$ cat src/par_pkg.sv
// ----------------------------------------------------------------------------
// par_pkg
// Shared types, constants and the sine table builder for the point rotator.
// ----------------------------------------------------------------------------
package par_pkg;

    localparam int COORD_BITS_DEF     = 24;
    localparam int TRIG_FRAC_BITS_DEF = 15;
    localparam int TRIG_FRAC_MAX      = 24;
    localparam int ADDR_BITS          = 3;
    localparam int DATA_BITS          = 32;
    localparam int ANGLE_BITS         = 9;
    localparam int RATIO_BITS         = 7;
    localparam int ROM_LAST           = 90;

    localparam logic REG_AXIS  = 1'b0;
    localparam logic REG_ANGLE = 1'b1;

    localparam longint unsigned PI_Q30 = 64'd3373259426;

    typedef enum logic [1:0] {
        AXIS_X    = 2'd0,
        AXIS_Y    = 2'd1,
        AXIS_Z    = 2'd2,
        AXIS_NONE = 2'd3
    } t_axis;

    typedef struct packed {
        t_axis                  axis;
        logic [ANGLE_BITS-1:0]  angle;
    } t_cfg;

    typedef logic [ROM_LAST:0][TRIG_FRAC_MAX-1:0] t_sin_rom;

    function automatic longint unsigned taylor_mul(input longint unsigned term,
                                                   input longint unsigned x2);
        return (term * x2 + (64'd1 << 29)) >> 30;
    endfunction

    // quarter-wave sine, entry d is sin(d deg) in unsigned Q0.frac
    function automatic t_sin_rom build_sin_rom(input int frac);
        t_sin_rom           rom;
        longint unsigned    x;
        longint unsigned    x2;
        longint unsigned    term;
        longint             sum;
        longint             v;
        longint             cap;
        rom = '0;
        cap = (64'sd1 <<< frac) - 64'sd1;
        for (int d = 0; d <= ROM_LAST; d++) begin
            x    = (longint'(d) * PI_Q30 + 64'd90) / 64'd180;
            x2   = (x * x + (64'd1 << 29)) >> 30;
            term = x;
            sum  = longint'(x);
            term = taylor_mul(term, x2) / 64'd6;
            sum  = sum - longint'(term);
            term = taylor_mul(term, x2) / 64'd20;
            sum  = sum + longint'(term);
            term = taylor_mul(term, x2) / 64'd42;
            sum  = sum - longint'(term);
            term = taylor_mul(term, x2) / 64'd72;
            sum  = sum + longint'(term);
            term = taylor_mul(term, x2) / 64'd110;
            sum  = sum - longint'(term);
            term = taylor_mul(term, x2) / 64'd156;
            sum  = sum + longint'(term);
            term = taylor_mul(term, x2) / 64'd210;
            sum  = sum - longint'(term);
            if (sum < 0) begin
                sum = 0;
            end
            v = (sum + (64'sd1 <<< (29 - frac))) >>> (30 - frac);
            if (v > cap) begin
                v = cap;
            end
            rom[d] = TRIG_FRAC_MAX'(v);
        end
        return rom;
    endfunction

endpackage

$ cat src/par_apb_regs.sv
// ----------------------------------------------------------------------------
// par_apb_regs
// APB register file holding the rotation axis and angle.
// ----------------------------------------------------------------------------
module par_apb_regs (
    input  logic                               i_clk,
    input  logic                               i_rst_n,
    input  logic                               psel,
    input  logic                               penable,
    input  logic                               pwrite,
    input  logic [par_pkg::ADDR_BITS-1:0]      paddr,
    input  logic [par_pkg::DATA_BITS-1:0]      pwdata,
    output logic [par_pkg::DATA_BITS-1:0]      prdata,
    output par_pkg::t_cfg                      o_cfg
);
    import par_pkg::*;

    t_cfg r_cfg;
    logic w_write;
    logic w_sel;

    assign w_write = psel & penable & pwrite;
    assign w_sel   = paddr[ADDR_BITS-1];

    always_ff @(posedge i_clk) begin
        if (!i_rst_n) begin
            r_cfg.axis  <= AXIS_X;
            r_cfg.angle <= '0;
        end else if (w_write) begin
            unique case (w_sel)
                REG_AXIS:  r_cfg.axis  <= t_axis'(pwdata[1:0]);
                REG_ANGLE: r_cfg.angle <= pwdata[ANGLE_BITS-1:0];
                default:   r_cfg       <= r_cfg;
            endcase
        end
    end

    always_comb begin
        unique case (w_sel)
            REG_AXIS:  prdata = DATA_BITS'(r_cfg.axis);
            REG_ANGLE: prdata = DATA_BITS'(r_cfg.angle);
            default:   prdata = '0;
        endcase
    end

    assign o_cfg = r_cfg;

endmodule

$ cat config.mk
export PLATFORM = sky130hd
export DESIGN_NAME = par_apb_regs
export DESIGN_NICKNAME = d
export VERILOG_FILES = /design/src/par_pkg.sv /design/src/par_apb_regs.sv
export SDC_FILE = /design/constraint.sdc
export NUM_CORES = 1
export LEC_CHECK = 0
export BUFFER_PORTS_ARGS = -buffer_cell sky130_fd_sc_hd__buf_2
export CAP_MARGIN = 20
export CORE_MARGIN = 1.5
export CORE_UTILIZATION = 33
export CTS_BUF_LIST = sky130_fd_sc_hd__clkbuf_16
export DETAILED_ROUTE_END_ITERATION = 12
export HOLD_SLACK_MARGIN = 0.02
export PLACE_DENSITY = 0.8
export REMOVE_ABC_BUFFERS = 1
export SLEW_MARGIN = 10
export SYNTH_ARGS = -nofsm -noshare
export SYNTH_HDL_FRONTEND = slang
export SYNTH_SLANG_ARGS = --single-unit
$ cat constraint.sdc
create_clock -name i_clk -period 0.8 [get_ports i_clk]
set_input_delay 0.08 -clock i_clk [delete_from_list [all_inputs] [get_ports i_clk]]
set_output_delay 0.08 -clock i_clk [all_outputs]
set_load 0.03 [all_outputs]
==> impl_metrics.json, run 1 <==
{
  "outcome": "finished, violations left",
  "violations": "setup timing",
  "ys_types": 12,
  "insertion_delay_ns": 0.23,
  "cts.sinks": 11,
  "layout_common_cells": "buf_6 (27), conb_1 (23), nand2_1 (19)",
  "r2r_setup_slack_ns": 0.03,
  "rows": 16,
  "cts_made_buffers": 3,
  "start_util": 0.357,
  "grt_max_degree": 13,
  "hold_ws_ns": 0.0837,
  "fin_crit_sh": 1.29,
  "drc": 0,
  "powerDensity_mw_per_mm2": 1510,
  "worst_ep_arrival_time_ns": 0.95,
  "synth_cells": 81,
  "cts_root_buf": "clkbuf_16",
  "ir_drop_uv": 1280,
  "p_leak_nw": 0.638,
  "placed_cells": 148,
  "num_vias": 638,
  "largest_reg_flops": 11,
  "ios": 83,
  "viasPerCell": 3.96,
  "regArea_um2": 234,
  "chipHeight_um": 49.6,
  "endpoint_kind": "output pin",
  "finalNonFillerCells": 161,
  "r2r_cells": 4,
  "final_common_cell": "buf_6",
  "cts_tree": "done",
  "setup_viol": 17,
  "clkTransAtPathRegs_ns": 0.04,
  "die-area_mm2": 0.00246,
  "critical_path_class": "flip-flop to output pin",
  "report.final.slew_viol_count": 0,
  "r2r-start": "o_cfg[9]",
  "hp-class": "primary input to flip-flop",
  "drtAntennaViolNets": 0,
  "crit_chain": "mux2_4, buf_6",
  "routed_wl_um": 1560,
  "startpoint": "o_cfg[9]",
  "period_minus_slack_ns": 1.03,
  "ys_warn_count": 0,
  "antenna_found_initial": 0,
  "io_buffers": 34,
  "drive_above_1_share": 0.597,
  "groute.usage.overall": 0.124,
  "synth-seq-cells": 11,
  "timing.rr.end": "o_cfg[9]",
  "max_cap_viol_count": 0,
  "htree_levels": 1,
  "grt_overflow_total": 0,
  "wl_per_cell_um": 9.66,
  "die_x_um": 49.6,
  "routabilityCongestion": 0.605,
  "multi_input_area_um2": 400,
  "grt_pass1_wl_um": 2410,
  "critPathSlowestCell": "dfxtp_2",
  "syn2layout_area_growth_pct": 72.0,
  "critPathCapture": "prdata[0]",
  "hold_viol": 0,
  "diodes": 0,
  "yosysSeqAreaShare": 0.308,
  "drtIter0Drc": 6,
  "syn_avg_cell_area_um2": 8.84,
  "crit_path_start_kind": "flip-flop",
  "cp.required_ns": 0.72,
  "nets": 175,
  "synth.cell_area_um2": 716,
  "filler_cell_count": 186,
  "drt_pre_antenna_iters": 4,
  "fin_tns_setup_ns": -2.00,
  "clock.fmax_mhz": 971,
  "finalClockSkew_ns": 0,
  "rsz0062_at_grt": "yes",
  "setup_ws_ns": -0.230,
  "clk_path_buf_depth": 2,
  "coreArea_mm2": 0.00200,
  "max_stage_delay_ns": 0.31,
  "grt_pass1_vias": 572,
  "critPathMaxFanout": 2
}
==> per-layer routing <==
layer | track usage | wire length (um) | vias to the layer above
met2 | 0.227 | 846 | 35
met3 | 0.0364 | 106 | 0
met4 | 0.0278 | 0 | 0
li1 | - | - | 315
met1 | 0.140 | 602 | 288
met5 | 0 | 0 | -
==> repair_timing <==
action,4_1_cts,5_1_grt
buffers inserted,1,10
hold buffers,0,0
setup endpoints to repair,20,20
resized for setup,59,10
==> where the power goes <==
part | internal (W) | leakage (nW) | total, W | switching (W)
clock network | 0.000655 | 0.0423 | 0.000893 | 0.000237
logic | 0.000139 | 0.502 | 0.000398 | 0.000259
registers | 0.000565 | 0.0944 | 0.000574 | 0.00000904
==> worst min path at each step <==
stage	from	end	slack, ns	depth (start not counted)
after floorplan	pwdata[2]	o_cfg[2]	0.22	2
after global placement	pwdata[8]	o_cfg[8]	0.33	3
after detailed placement	pwdata[4]	o_cfg[4]	0.33	3
after CTS	pwdata[4]	o_cfg[4]	0.08	3
after global routing	pwdata[8]	o_cfg[8]	0.09	3
final	pwdata[5]	o_cfg[5]	0.08	3
==> cells by family after synthesis <==
kind of cell,share of synthesized area
AND/OR/NAND/NOR,0.215
flip-flops,0.308
buffers and inverters,0.287
other,0.00524
multiplexers,0.185
==> through the flow <==
step                      setup WS [ns]  cell area, um2   util  total power, W
after CTS                        -0.228            1130  0.566         0.00185
final                            -0.230            1230  0.615         0.00187
after global placement          -0.0380             892  0.446        0.000917
after global routing             -0.254            1230  0.615         0.00195
after floorplan                  -0.134             593      -        0.000799
after detailed placement        -0.0624             892  0.446        0.000923
==> critical path: cells and delay by family, from the launching register on <==
kind,cells,cell delay (ns)
flip-flops,1,0.31
multiplexers,1,0.27
buffers and inverters,1,0.14
==> cell type report <==
class                           count  share of cell area
Multi-Input combinational cell     65               0.325
Timing Repair Buffer               54               0.393
Tap cell                           27              0.0274
Sequential cell                    11               0.190
Clock buffer                        3              0.0610
Clock inverter                      1             0.00305
==> Yosys cell counts (all sizes together) <==
cell / number / area (um2)
buf: 25 / 198
nand2: 20 / 75.1
dfxtp: 11 / 220
mux2i: 11 / 110
and2: 7 / 43.8
clkbuf: 2 / 7.51
mux2: 2 / 22.5
and4: 1 / 11.3
conb: 1 / 3.75
nand4b: 1 / 23.8
Power figures use the tool's default switching activity.
==> inputs of run 2 (changes only) <==
--- a/config.mk
+++ b/config.mk
@@ -5,14 +5,16 @@
 export SDC_FILE = /design/constraint.sdc
 export NUM_CORES = 1
 export LEC_CHECK = 0
+export ABC_AREA = 1
 export BUFFER_PORTS_ARGS = -buffer_cell sky130_fd_sc_hd__buf_2
 export CAP_MARGIN = 20
+export CORE_ASPECT_RATIO = 1.2
 export CORE_MARGIN = 1.5
-export CORE_UTILIZATION = 33
+export CORE_UTILIZATION = 34
 export CTS_BUF_LIST = sky130_fd_sc_hd__clkbuf_16
 export DETAILED_ROUTE_END_ITERATION = 12
 export HOLD_SLACK_MARGIN = 0.02
-export PLACE_DENSITY = 0.8
+export PLACE_DENSITY = 0.79
 export REMOVE_ABC_BUFFERS = 1
 export SLEW_MARGIN = 10
 export SYNTH_ARGS = -nofsm -noshare
==> impl_metrics.json, run 2 <==
{
  "grt_pass1_wl_um": 2530,
  "grt_overflow_total": 0,
  "critPathSlowestCell": "dfxtp_2",
  "routed_wl_um": 1660,
  "synthTopCellsByCount": "nand2_1 (25), buf_4 (24), nor2_1 (22)",
  "worst_ep_arrival_time_ns": 0.84,
  "clk_path_buf_depth": 2,
  "synth_top_area_cell": "dfxtp_1",
  "die_x_um": 46.6,
  "syn2layout_area_growth_pct": 49.4,
  "outcome": "finished, violations left",
  "cts.sinks": 11,
  "cts_made_buffers": 3,
  "finalPower_w": 0.00193,
  "ys_warn_count": 0,
  "die-area_mm2": 0.00258,
  "drive_above_1_share": 0.428,
  "crit_path_start_kind": "flip-flop",
  "insertion_delay_ns": 0.23,
  "clkTransAtPathRegs_ns": 0.04,
  "io_buffers": 34,
  "dp_slack_ns": -0.00348,
  "synth_ff_type": "dfxtp_1",
  "htree_levels": 1,
  "filler_cell_count": 220,
  "num_vias": 743,
  "critical_path_class": "flip-flop to output pin",
  "rows": 18,
  "setup_viol": 14,
  "coreArea_mm2": 0.00212,
  "grt_max_degree": 14,
  "path_delay_family": "flip-flops",
  "groute.usage.overall": 0.135,
  "fin_crit_sh": 1.15,
  "max_cap_viol_count": 0,
  "synth_top_cell_area_share": 0.284,
  "synth-edff-count": 0,
  "start_util": 0.366,
  "dpl_cell_area_um2": 907,
  "antenna_found_initial": 0,
  "final_area_mm2": 0.00116,
  "cp.required_ns": 0.72,
  "path_common_cell": "nand2_1",
  "drt_pre_antenna_iters": 4,
  "yosys-top-cells-area": "dfxtp_1 (28%), buf_4 (23%), nand2_1 (12%)",
  "drc": 0,
  "setup_ws_ns": -0.121,
  "dp_hpwl_um": 1130,
  "layout_common_cells": "conb_1 (23), nand2_1 (22), nor2_1 (22)",
  "powerDensity_mw_per_mm2": 1670,
  "rsz0062_at_grt": "yes",
  "wl_per_cell_um": 8.79,
  "synth-seq-cells": 11,
  "diodes": 0,
  "synth.most_common_cell": "nand2_1",
  "synth_cells": 119,
  "ys_types": 12,
  "clock.fmax_mhz": 1090,
  "hold_viol": 0,
  "cts_tree": "done",
  "endpoint_kind": "output pin",
  "utilization": 0.547,
  "grt_pass1_vias": 628,
  "hp-class": "primary input to flip-flop",
  "synth.cell_area_um2": 776,
  "p_leak_nw": 0.659,
  "routabilityCongestion": 0.664,
  "finalClockSkew_ns": 0,
  "ios": 83,
  "drtIter0Drc": 4,
  "cts_root_buf": "clkbuf_16",
  "nets": 200,
  "ys_async_sr_fraction": 0,
  "drtAntennaViolNets": 0,
  "period_minus_slack_ns": 0.921,
  "max_stage_delay_ns": 0.33,
  "placed_cells": 182,
  "yosysSeqAreaShare": 0.284,
  "violations": "setup timing",
  "critPathMaxFanout": 3,
  "report.final.slew_viol_count": 0,
  "crit_buf_inv": 1,
  "crit_chain": "nand2_1, nand2_1, buf_6",
  "syn_avg_cell_area_um2": 6.52,
  "largest_reg_flops": 11,
  "finalNonFillerCells": 189,
  "viasPerCell": 3.93,
  "chipHeight_um": 55.3,
  "final_common_cell": "conb_1",
  "ir_drop_uv": 822
}
[run 2: cell types whose count changed in the layout (fill, tap and decap cells not counted), sizes merged, moves of 5 or more]
cell and change:
mux2i -11, buf -14, nand3 +12, nand2 +5, nor2 +25, inv +18, and2 -7
[run 2: worst paths after layout]
check	cells after the start	slack [ns]	endpoint	start
worst min-delay path	5	0.15	o_cfg[3]	pwdata[3]
worst max-delay path	3	-0.12	prdata[1]	o_cfg[1]
worst min register to register	2	0.49	o_cfg[1]	o_cfg[1]
worst max register to register	3	0.13	o_cfg[10]	o_cfg[10]
[run 2: area by class of cell]
class | count | area [um2] | area share
sequential | 11 | 234 | 0.202
clock buffer | 3 | 75.1 | 0.0648
inverter | 18 | 67.6 | 0.0583
tap | 30 | 37.5 | 0.0324
timing repair buffer | 41 | 377 | 0.325
multi-input combinational | 85 | 364 | 0.314
clock inverter | 1 | 3.75 | 0.00324
[run 2: kinds of logic (layout without fill, tap and decap cells)]
logic type             Yosys count  after routing  synth area share
other                            1             23           0.00483
AND/OR/NAND/NOR                 62             62             0.348
flip-flops                      11             11             0.284
buffers and inverters           45             63             0.363
[run 2: layer usage]
layer	vias up	share of wire	GRT usage	wire, um
li1	383	-	-	-
met1	325	0.36	0.126	594
met2	33	0.58	0.248	958
met3	2	0.053	0.0196	88
met4	0	0.011	0.0857	19
met5	-	0	0	0
[run 2: worst register-to-register path, delay by kind of cell (launching register included)]
family / cells / cell delay, ns
buf+inv: 1 / 0.11
simple gates: 2 / 0.14
flops: 1 / 0.32
[run 2: what timing repair did]
item | 4_1_cts | 5_1_grt
endpoints found under the setup margin | 20 | 19
hold buffers | 0 | 0
buffers inserted | 0 | 3
pin swaps | 0 | 1
cloned | 0 | 0
gates resized for setup | 41 | 19
[run 2: where the power goes]
group | switching [W] | leakage [nW] | internal [W]
Clock | 0.000233 | 0.0423 | 0.000655
Sequential | 0.0000171 | 0.0945 | 0.000574
Combinational | 0.000313 | 0.522 | 0.000142
Total | 0.000563 | 0.659 | 0.00137
[run 2: per-stage QoR]
stage	hold WS, ns	setup TNS (ns)
6_report	0.155	-1.06
3_5_place_dp	0.398	-0.00348
5_1_grt	0.187	-1.55
2_1_floorplan	0.201	-0.642
4_1_cts	0.156	-0.868
3_3_place_gp	0.392	0
==> inputs of run 3 (changes only) <==
--- a/config.mk
+++ b/config.mk
@@ -10,11 +10,11 @@
 export CAP_MARGIN = 20
 export CORE_ASPECT_RATIO = 1.2
 export CORE_MARGIN = 1.5
-export CORE_UTILIZATION = 34
-export CTS_BUF_LIST = sky130_fd_sc_hd__clkbuf_16
+export CORE_UTILIZATION = 35
+export CTS_BUF_LIST = sky130_fd_sc_hd__clkbuf_4
 export DETAILED_ROUTE_END_ITERATION = 12
 export HOLD_SLACK_MARGIN = 0.02
-export PLACE_DENSITY = 0.79
+export PLACE_DENSITY = 0.81
 export REMOVE_ABC_BUFFERS = 1
 export SLEW_MARGIN = 10
 export SYNTH_ARGS = -nofsm -noshare
==> impl_metrics.json, run 3 (synthesis gave the netlist of run 2 again) <==
{
  "layout_common_cells": "conb_1 (23), nor2_1 (22), buf_6 (22)",
  "violations": "setup timing",
  "syn2layout_area_growth_pct": 43.2,
  "cts_made_buffers": 3,
  "crit_buf_inv": 1,
  "max_stage_delay_ns": 0.35,
  "clock.fmax_mhz": 1060,
  "diodes": 0,
  "cp.required_ns": 0.72,
  "groute.usage.overall": 0.134,
  "grt_overflow_total": 0,
  "routabilityCongestion": 0.640,
  "htree_levels": 1,
  "chipHeight_um": 54.6,
  "grt_pass1_vias": 648,
  "grt_use_met2": 0.259,
  "die_x_um": 46.0,
  "critical_path_class": "flip-flop to output pin",
  "insertion_delay_ns": 0.26,
  "hold_viol": 0,
  "outcome": "finished, violations left",
  "cts.sinks": 11,
  "setup_viol": 20,
  "dpl_cell_area_um2": 895,
  "max_cap_viol_count": 0,
  "rows": 18,
  "io_buffers": 34,
  "r2r_cells": 3,
  "grt_pass1_wl_um": 2390,
  "finalNonFillerCells": 190,
  "r2r-start": "o_cfg[7]",
  "fin_crit_sh": 1.18,
  "crit_chain": "nand2_1, nand2_1, buf_6",
  "critPathSlowestCell": "dfxtp_2",
  "dp_hpwl_um": 1100,
  "clk_path_buf_depth": 2,
  "met3_usage": 0.0132,
  "ir_drop_uv": 606,
  "coreArea_mm2": 0.00207,
  "drc": 0,
  "worst_ep_arrival_time_ns": 0.87,
  "antenna_found_initial": 0,
  "final_common_cell": "conb_1",
  "fin_tns_setup_ns": -1.74,
  "drt_pre_antenna_iters": 4,
  "final_area_mm2": 0.00111,
  "utilization": 0.536,
  "grt_max_degree": 12,
  "critPathCapture": "prdata[1]",
  "report.final.slew_viol_count": 0,
  "filler_cell_count": 218,
  "num_vias": 738,
  "top_usage_layer": "met2",
  "drive_above_1_share": 0.444,
  "r2r_setup_slack_ns": 0.12,
  "drtAntennaViolNets": 0,
  "period_minus_slack_ns": 0.946,
  "p_leak_nw": 0.638,
  "crit_path_start_kind": "flip-flop",
  "cts_hold_buf": 0,
  "setup_ws_ns": -0.146,
  "timing.rr.end": "o_cfg[7]",
  "multi_input_area_um2": 367,
  "path_delay_family": "flip-flops",
  "largest_reg_flops": 11,
  "critPathMaxFanout": 3,
  "wl_per_cell_um": 8.73,
  "regArea_um2": 234,
  "routed_wl_um": 1660,
  "endpoint_kind": "output pin",
  "clkTransAtPathRegs_ns": 0.07,
  "viasPerCell": 3.88,
  "startpoint": "o_cfg[1]",
  "cts_tree": "done",
  "min_path_cells": 3,
  "path_common_cell": "nand2_1",
  "grtUsageMet1": 0.131,
  "start_util": 0.374,
  "cp.depth": 3,
  "nets": 201,
  "finalClockSkew_ns": 0,
  "powerDensity_mw_per_mm2": 1300,
  "placed_cells": 182,
  "cts_root_buf": "clkbuf_4",
  "rsz0062_at_grt": "yes",
  "ios": 83,
  "drtIter0Drc": 8,
  "hp-class": "primary input to flip-flop",
  "die-area_mm2": 0.00251
}
[run 3: how the worst min path moves through the flow]
stage,to,from
finish,o_cfg[0],i_rst_n
global route,o_cfg[6],i_rst_n
CTS,o_cfg[2],pwdata[2]
detailed placement,o_cfg[2],pwdata[2]
global placement,o_cfg[2],pwdata[2]
floorplan,o_cfg[0],i_rst_n
[run 3: final cells by class]
type,instances,area share
Clock buffer,4,0.0270
Inverter,18,0.0608
Multi-Input combinational cell,85,0.330
Sequential cell,11,0.211
Tap cell,30,0.0338
Timing Repair Buffer,42,0.338
[run 3: report_power, final]
group | total [W] | internal (W) | switching, W
logic | 0.000453 | 0.000139 | 0.000314
clock network | 0.000405 | 0.000227 | 0.000178
registers | 0.000588 | 0.000571 | 0.0000173
total | 0.00145 | 0.000936 | 0.000509
[run 3: worst register-to-register path: stages (launching register included)]
cell and delay, ns:
dfxtp_2 0.33, buf_6 0.11, nor2_1 0.09, nor2_1 0.05
[run 3: timing repair]
action,4_1_cts,5_1_grt
buffers inserted,1,3
gates resized for setup,48,13
endpoints found under the setup margin,20,20
[run 3: through the flow]
| step | setup WS (ns) | total power (W) | hold WS [ns] |
|---|---|---|---|
| detailed placement | 0.0199 | 0.000986 | 0.396 |
| finish | -0.146 | 0.00145 | 0.126 |
| floorplan | -0.0911 | 0.000869 | 0.201 |
| CTS | -0.149 | 0.00143 | 0.117 |
| global route | -0.186 | 0.00152 | 0.133 |
| global placement | 0.0359 | 0.000984 | 0.389 |
[run 3: per-layer routing]
metal  vias up  wire length, um
met5         -                0
met3         2              101
met2        34              949
met4         0               19
li1        381                -
met1       321              588
